[src/hw/rtl/ckd_pkg.sv]
package ckd_pkg;
    localparam int MaxPoints = 1024;
    localparam int CodeBits  = 24;
    localparam int CoordW    = 32;
    localparam int SizeW     = 11;
    localparam int CfgIdxW   = 2;

    localparam logic [1:0] OP_WRITE  = 2'd0;
    localparam logic [1:0] OP_LOOKUP = 2'd1;
    localparam logic [1:0] OP_ACCESS = 2'd2;

    localparam logic [CfgIdxW-1:0] CFG_ORIGIN_X  = 2'd0;
    localparam logic [CfgIdxW-1:0] CFG_ORIGIN_Y  = 2'd1;
    localparam logic [CfgIdxW-1:0] CFG_TREE_SIZE = 2'd2;

    // controller to datapath
    typedef struct packed {
        logic load;      // capture item, reset walk to root
        logic rd;        // issue memory read at mid
        logic sqrt_init; // start root iteration on read data
        logic sqrt_step; // one root bit
        logic div_init;  // prepare zone compare
        logic decode;    // form node point
        logic advance;   // narrow range, move parent
        logic finish;    // latch result
    } t_cmd;

    // datapath to controller
    typedef struct packed {
        logic range_ok;  // lo <= hi
        logic sqrt_done;
        logic hit;       // node equals target
        logic idx_ok;    // access index in range
    } t_sts;
endpackage

[src/hw/rtl/ckd_ctrl.sv]
module ckd_ctrl (
    input  logic          i_clk,
    input  logic          i_rst_n,
    input  logic          i_in_fire,
    input  logic [1:0]    i_opcode,
    input  ckd_pkg::t_sts i_sts,
    output ckd_pkg::t_cmd o_cmd,
    output logic          o_busy,
    output logic          o_res_valid,
    input  logic          i_res_ready
);
    import ckd_pkg::*;

    localparam logic [3:0] S_IDLE  = 4'd0;
    localparam logic [3:0] S_CHECK = 4'd1;
    localparam logic [3:0] S_READ  = 4'd2;
    localparam logic [3:0] S_DATA  = 4'd3;
    localparam logic [3:0] S_SQRT  = 4'd4;
    localparam logic [3:0] S_PREP  = 4'd5;
    localparam logic [3:0] S_DEC   = 4'd6;
    localparam logic [3:0] S_TEST  = 4'd7;
    localparam logic [3:0] S_DONE  = 4'd8;
    localparam logic [3:0] S_OUT   = 4'd9;

    logic [3:0] r_state, n_state;
    logic r_access, n_access;

    always_ff @(posedge i_clk) begin
        if (!i_rst_n) begin
            r_state  <= S_IDLE;
            r_access <= 1'b0;
        end else begin
            r_state  <= n_state;
            r_access <= n_access;
        end
    end

    always_comb begin
        n_state  = r_state;
        n_access = r_access;
        o_cmd    = '0;
        unique case (r_state)
            S_IDLE: begin
                if (i_in_fire && (i_opcode == OP_LOOKUP || i_opcode == OP_ACCESS)) begin
                    o_cmd.load = 1'b1;
                    n_access   = i_opcode == OP_ACCESS;
                    n_state    = S_CHECK;
                end
            end
            S_CHECK: begin
                if (!i_sts.range_ok || (r_access && !i_sts.idx_ok)) begin
                    n_state = S_DONE;
                end else begin
                    n_state = S_READ;
                end
            end
            S_READ: begin
                o_cmd.rd = 1'b1;
                n_state  = S_DATA;
            end
            S_DATA: begin
                o_cmd.sqrt_init = 1'b1;
                n_state = S_SQRT;
            end
            S_SQRT: begin
                if (i_sts.sqrt_done) n_state = S_PREP;
                else o_cmd.sqrt_step = 1'b1;
            end
            S_PREP: begin
                o_cmd.div_init = 1'b1;
                n_state = S_DEC;
            end
            S_DEC: begin
                o_cmd.decode = 1'b1;
                n_state = S_TEST;
            end
            S_TEST: begin
                if (i_sts.hit) begin
                    n_state = S_DONE;
                end else begin
                    o_cmd.advance = 1'b1;
                    n_state = S_CHECK;
                end
            end
            S_DONE: begin
                o_cmd.finish = 1'b1;
                n_state = S_OUT;
            end
            S_OUT: begin
                if (i_res_ready) n_state = S_IDLE;
            end
            default: n_state = S_IDLE;
        endcase
    end

    assign o_busy      = r_state != S_IDLE;
    assign o_res_valid = r_state == S_OUT;
endmodule

[config.mk]
export PLATFORM = sky130hd
export DESIGN_NAME = ckd_ctrl
export DESIGN_NICKNAME = d
export VERILOG_FILES = /design/src/hw/rtl/ckd_pkg.sv /design/src/hw/rtl/ckd_ctrl.sv
export SDC_FILE = /design/constraint.sdc
export NUM_CORES = 1
export LEC_CHECK = 0
export BUFFER_PORTS_ARGS = -buffer_cell sky130_fd_sc_hd__buf_2
export CORE_AREA = 2 2 39 41
export CTS_CLUSTER_SIZE = 16
export DETAILED_ROUTE_END_ITERATION = 7
export DIE_AREA = 0 0 41 43
export PLACE_DENSITY = 0.6
export RECOVER_POWER = 50
export SLEW_MARGIN = 20
export SYNTH_ARGS = -nofsm -noshare
export SYNTH_HDL_FRONTEND = slang
export SYNTH_SLANG_ARGS = --single-unit
[constraint.sdc]
create_clock -name i_clk -period 3.1 [get_ports i_clk]
set_input_delay 0.62 -clock i_clk [delete_from_list [all_inputs] [get_ports i_clk]]
set_output_delay 0.62 -clock i_clk [all_outputs]
set_load 0.01 [all_outputs]
==> implementation parameters, run 1 <==
Parameter                              Value

STA
  Post-route clock period utilization ... between 60% and 70%
  Worst-Margin Slew ... 0.428 ns
  Final hold violation count ... 0
  Final max-slew violation count ... 0
  Relative max-transition margin ... around 71%
  RSZ-0062 raised after global routing ... false
  Skew final ... 0.00605 ns
  Post-layout minimum cycle time ... 2.13 ns
  Summed negative setup slack over all endpoints ... 0 ns
  Worst hold margin ... 0.538 ns
  Final setup violation count ... 0
  Fmax ... 470 MHz

Clock network
  Latest clock arrival within the worst-skew pair ... approximately 0.24 ns
  Cell at the root of the clock tree ... clkbuf_4
  Cts bufs inserted ... 3
  TritonCTS clock tree ... yes
  Clock-pin slew on the worst setup and hold paths ... 0.05 ns
  Buffer depth of the longest clock path ... 2
  Setup bufs post-CTS ... 0
  Cts hold-fix bufs ... 0
  Clk sink count ... 5
  Total number of H-tree levels ... 1
  Post-cts gate resize count ... 0

Detailed routing
  Avg WL per Cell ... 11.2 um
  DR DRC count ... 0
  First drt pass iteration count ... 4
  Routed vias/inst ... 5.14
  Routed via count ... 447
  Number of nets with antenna violations after detailed routing ... 0
  Total wire length after detailed routing ... 976 um
  DRC violation total after the first TritonRoute iteration ... 13

Job
  Maximum Capacitance Violations ... 0

Floorplan
  Die W ... 41 um
  Height of the die ... 43 um
  Number of top-level pins ... 20
  Die outline area ... around 1800 um2
  Starting Density ... 30.1%
  Placeable core region ... approximately 1400 um2
  Core Rows ... 14

Critical path
  Critical Path Start Type ... input pin
  Critical path start-end classification ... in2out
  Crit. End Element ... output port
  Max FO, Critical Path ... 2
  Critical Path RT ... 2.48 ns
  Arrival time at the worst endpoint ... 1.51 ns

Logic synthesis
  Gate Count Post-Synth ... 52
  Mapped Nets ... 63
  Area share of the leading cell type in the synthesized netlist ... 24.0%
  Number of enable flip-flop cells after synthesis ... 0
  Cell types occupying the most area after synthesis ... dfxtp_1 (24%), nor3_1 (8.4%), buf_6 (5.4%)
  Yosys cell types ... 29
  Library cell with the largest summed area after synthesis ... dfxtp_1
  Mean instance size in the synthesized netlist ... 8.01 um2
  Share of synthesized registers carrying an async set or reset ... 0%
  Primary FF master, synth ... dfxtp_1
  Post-synthesis sequential element count ... 5
  Post-synthesis instance area ... 417 um2
  Sequential share of the synthesized area ... between 20 and 25%
  Ys Warns ... 0

Power
  Total Power ... 0.306 mW
  Ratio of total power to cell area ... 598 nW/um2
  Sw Ratio ... 39.1%
  Power spent charging and discharging nets ... 0.120 mW
  Clk pwr share ... 24.2%
  Proportion of power drawn by flip-flops and latches ... 35.0%
  Pint ... 0.187 mW
  Proportion of power drawn by combinational gates ... 40.8%
  Max rail drop VDD ... about 0.21 mV
  Leak Pwr ... 0.228 nW

Hold path
  Min-Delay Path Class ... reg2reg

Global route
  Overall routing resource usage ... 11.5%
  Via count of the first global-routing pass ... 353
  Global-route wire length before repair ... between 1000 and 1500 um
  Initial antenna violation count ... 0
  Largest net degree at the start of global routing ... 12
  Total gr overflow ... 0

Finish
  Final cell utilization of the core ... 37.0%
  Synth-to-layout area growth ... 22.8%
  Final nets ... 83
  Most frequent cells in the layout ... buf_2 (17), nor3_1 (7), nor2_1 (5), dfxtp_1 (5)
  Ratio of cells with drive above 1 in the final layout ... between 30 and 40%
  Most common cell after layout, fill and taps aside ... buf_2
  Ant diodes ... 0

Outcome
  Status ... finished clean

Placement
  GPL Wtd Cong ... 0.682
  HPWL after DPL ... 727 um
  # port buffers ... 19
==> power by group through the flow <==
stage | Clock [mW] | Combinational [mW] | Sequential, mW
finish | 0.0741 | 0.125 | 0.107
global route | 0.0796 | 0.140 | 0.109
CTS | 0.0762 | 0.131 | 0.106
detailed placement | 0 | 0.130 | 0.108
global placement | 0 | 0.130 | 0.109
floorplan | 0 | 0.135 | 0.0819
==> area by class of cell <==
type	instances	area, um2
Fill cell	148	872
Multi-Input combinational cell	40	262
Sequential cell	5	100
Timing Repair Buffer	19	92.6
Clock buffer	4	26.3
Tap cell	16	20.0
Inverter	3	11.3
==> kinds of logic after synthesis <==
family	count (synthesis)	synth area share (%)
multiplexers	1	2.40
XOR/XNOR	1	2.10
AO/OA/AOI/OAI	11	21.0
adder cells (fa/ha/maj)	1	3.00
flip-flops	5	24.0
buffers and inverters	7	11.7
AND/OR/NAND/NOR	26	35.7
==> per-layer routing <==
layer / wire length, um / global-route usage (%) / part of all wire (%) / vias up
li1: - / - / - / 220
met1: 438 / 15.5 / 45 / 206
met2: 461 / 17.8 / 47 / 21
met3: 76 / 1.57 / 7.8 / 0
met4: 0 / 4.00 / 0 / 0
met5: 0 / 0 / 0 / -
==> cells in the mapped netlist (all sizes together), types with 2 or more instances <==
master,n
inv,3
o21ai,2
nor3,7
o21a,2
a21oi,2
buf,4
nor2,5
nor2b,2
dfxtp,5
nand2b,4
nand2,4
==> flip-flops by register name, indices dropped and copies added, names as in the netlist <==
signal    count
r_access      1
r_state       4
==> per-stage QoR <==
| step | cell area, um2 | setup slack [ns] | instances |
|---|---|---|---|
| 2_1_floorplan | 417 | 1.24 | 52 |
| 3_3_place_gp | 494 | 1.05 | 83 |
| 3_5_place_dp | 494 | 1.01 | 83 |
| 4_1_cts | 520 | 0.984 | 87 |
| 5_1_grt | 512 | 0.945 | 87 |
| 6_report | 512 | 0.974 | 87 |
==> path summary, 6_finish.rpt <==
kind / start / to / slack [ns] / cells past startpoint
worst max-delay path: i_opcode[0] / o_cmd[7] / 0.97 / 6
worst min-delay path: r_access$_SDFFE_PN0P_ / r_access$_SDFFE_PN0P_ / 0.54 / 2
worst max register to register: r_state[0]$_SDFFE_PN0P_ / r_state[3]$_SDFFE_PN0P_ / 1.74 / 3
worst min register to register: r_access$_SDFFE_PN0P_ / r_access$_SDFFE_PN0P_ / 0.54 / 2
==> critical path: stages <==
cell,delay (ns)
buf_2,0.08
inv_1,0.03
ha_1,0.28
nor2b_1,0.14
and3_2,0.22
buf_2,0.13
(Power assumes the default switching activity.)
==> inputs of run 2 (changes only) <==
==> constraint.sdc (replaced) <==
create_clock -name i_clk -period 2.2 [get_ports i_clk]
set_input_delay 0.44 -clock i_clk [delete_from_list [all_inputs] [get_ports i_clk]]
set_output_delay 0.44 -clock i_clk [all_outputs]
set_load 0.01 [all_outputs]
==> implementation parameters, run 2 (synthesis results as in run 1) <==
Parameter                              Value

STA
  Final hold violation count ... 0 (unchanged)
  Post-route clock period utilization ... 80.6%
  Relative max-transition margin ... 70.7% (about the same)
  Summed negative setup slack over all endpoints ... 0 ns (unchanged)
  Final setup violation count ... 0 (unchanged)
  Final critical-path setup slack ... 0.426 ns (-0.548 ns)
  Worst-Margin Slew ... 0.428 ns (+0.00000513 ns)
  Post-layout minimum cycle time ... ~1.8 ns
  Final max-slew violation count ... 0 (unchanged)
  Fmax ... 564 MHz
  Worst hold margin ... 0.476 ns (-0.0616 ns)
  RSZ-0062 raised after global routing ... false
  Skew final ... 0.00605 ns (unchanged)

Detailed routing
  DR DRC count ... 0 (unchanged)
  Total wire length after detailed routing ... 972 um (-0.41%)
  Avg WL per Cell ... 11.2 um (-0.41%)
  First drt pass iteration count ... 4 (unchanged)
  DRC violation total after the first TritonRoute iteration ... 13 (unchanged)
  Number of nets with antenna violations after detailed routing ... 0 (unchanged)
  Routed via count ... 445 (-0.45%)
  Routed vias/inst ... 5.11 (-0.45%)

Finish
  Storage cell area ... 100 um2 (unchanged)
  Final non-filler cell total ... 87 (unchanged)
  Reg with most FFs ... r_state
  Final nets ... 83 (unchanged)
  Most common cell after layout, fill and taps aside ... buf_2
  Max reg flops ... 4 (unchanged)
  Most frequent cells in the layout ... buf_2 (17), nor3_1 (7), nor2_1 (5), dfxtp_1 (5)
  Largest registers ... r_state (4), r_access (1)
  Final cell utilization of the core ... 36.4% (-0.54 points)
  Fillers ... 150 (+1.4%)
  Ant diodes ... 0 (unchanged)
  Ratio of cells with drive above 1 in the final layout ... 35.2% (-1.4 points)
  Multi-input gate area in the final layout ... 254 um2 (-2.9%)
  Synth-to-layout area growth ... 21.0%

Global route
  Overall routing resource usage ... 11.5% (unchanged)
  Global-route wire length before repair ... 1430 um (unchanged)
  Via count of the first global-routing pass ... 353 (unchanged)
  Initial antenna violation count ... 0 (unchanged)
  Largest net degree at the start of global routing ... 12 (unchanged)
  Total gr overflow ... 0 (unchanged)

Floorplan
  Die outline area ... 1760 um2 (unchanged)
  Placeable core region ... 1380 um2 (unchanged)
  Core Rows ... 14 (unchanged)
  Number of top-level pins ... 20 (unchanged)
  Height of the die ... 43 um (unchanged)
  Starting Density ... 30.1% (unchanged)
  Die W ... 41 um (unchanged)

Clock network
  Total number of H-tree levels ... 1 (unchanged)
  Post-cts gate resize count ... 0 (unchanged)
  Setup bufs post-CTS ... 0 (unchanged)
  Latest clock arrival within the worst-skew pair ... 0.24 ns (about the same)
  TritonCTS clock tree ... yes
  Cts hold-fix bufs ... 0 (unchanged)
  Cell at the root of the clock tree ... clkbuf_4
  Clk sink count ... 5 (unchanged)
  Clock-pin slew on the worst setup and hold paths ... 0.05 ns (about the same)
  Buffer depth of the longest clock path ... 2 (unchanged)
  Cts bufs inserted ... 3 (unchanged)

Critical path
  Crit. End Element ... output port
  Reg2Reg Setup Slack ... 0.84 ns (-0.90 ns)
  Critical Path Start Type ... flip-flop
  Max FO, Critical Path ... 11 (+9)
  Critical path start-end classification ... reg2out
  Critical Path RT ... 1.76 ns (-0.72 ns)
  Arrival time at the worst endpoint ... 1.33 ns (-0.18 ns)

Placement
  HPWL after DPL ... 727 um (unchanged)
  Worst setup slack after placement ... 0.469 ns (-0.540 ns)
  GPL Wtd Cong ... 0.682 (unchanged)
  Number of cells after detailed placement ... 83 (unchanged)
  # port buffers ... 19 (unchanged)

Outcome
  Status ... finished clean

Power
  Max rail drop VDD ... 0.287 mV (+40%)
  Leak Pwr ... 0.226 nW (-0.72%)
  Ratio of total power to cell area ... 848 nW/um2 (+42%)

Hold path
  Min-Delay Path Class ... in2reg

Job
  Maximum Capacitance Violations ... 0 (unchanged)
[run 2: cell counts in the layout (fill, tap and decap cells not counted)]
No cell type changed its count.
[run 2: path summary, 6_finish.rpt]
| path | startpoint | end | cells past startpoint |
|---|---|---|---|
| worst max-delay path | r_state[2]$_SDFFE_PN0P_ | o_cmd[4] | 3 |
| worst min-delay path | i_rst_n | r_state[0]$_SDFFE_PN0P_ | 2 |
| worst max register to register | r_state[2]$_SDFFE_PN0P_ | r_state[0]$_SDFFE_PN0P_ | 4 |
| worst min register to register | r_access$_SDFFE_PN0P_ | r_access$_SDFFE_PN0P_ | 2 |
[run 2: area by class of cell]
cell class                      count  share of cell area, %
Multi-Input combinational cell     40                   50.4
Sequential cell                     5                   19.9
Timing Repair Buffer               19                   18.4
Clock buffer                        4                   5.21
Tap cell                           16                   3.97
Inverter                            3                   2.23
[run 2: critical path, cell delays in order, from the launching register on]
cell and delay, ns:
dfxtp_1 0.53, nand2b_1 0.22, nor4_1 0.19, buf_2 0.17
[run 2: per-stage QoR]
stage / instance area [um2] / power, mW
after floorplan: 417 / 0.306
after global placement: 494 / 0.336
after detailed placement: 494 / 0.335
after CTS: 520 / 0.443
after global routing: 504 / 0.460
final: 504 / 0.428
[run 2: per-layer routing]
metal	track usage, %	vias up	wire [um]
met4	4.00	0	0
met5	0	-	0
met2	17.8	21	460
li1	-	218	-
met1	15.5	206	436
met3	1.57	0	76
[run 2: report_power, final]
part | leakage (nW) | internal [mW] | switching [mW]
combinational | 0.171 | 0.0835 | 0.0897
clock | 0.0150 | 0.0684 | 0.0360
sequential | 0.0407 | 0.108 | 0.0419
total | 0.226 | 0.260 | 0.168
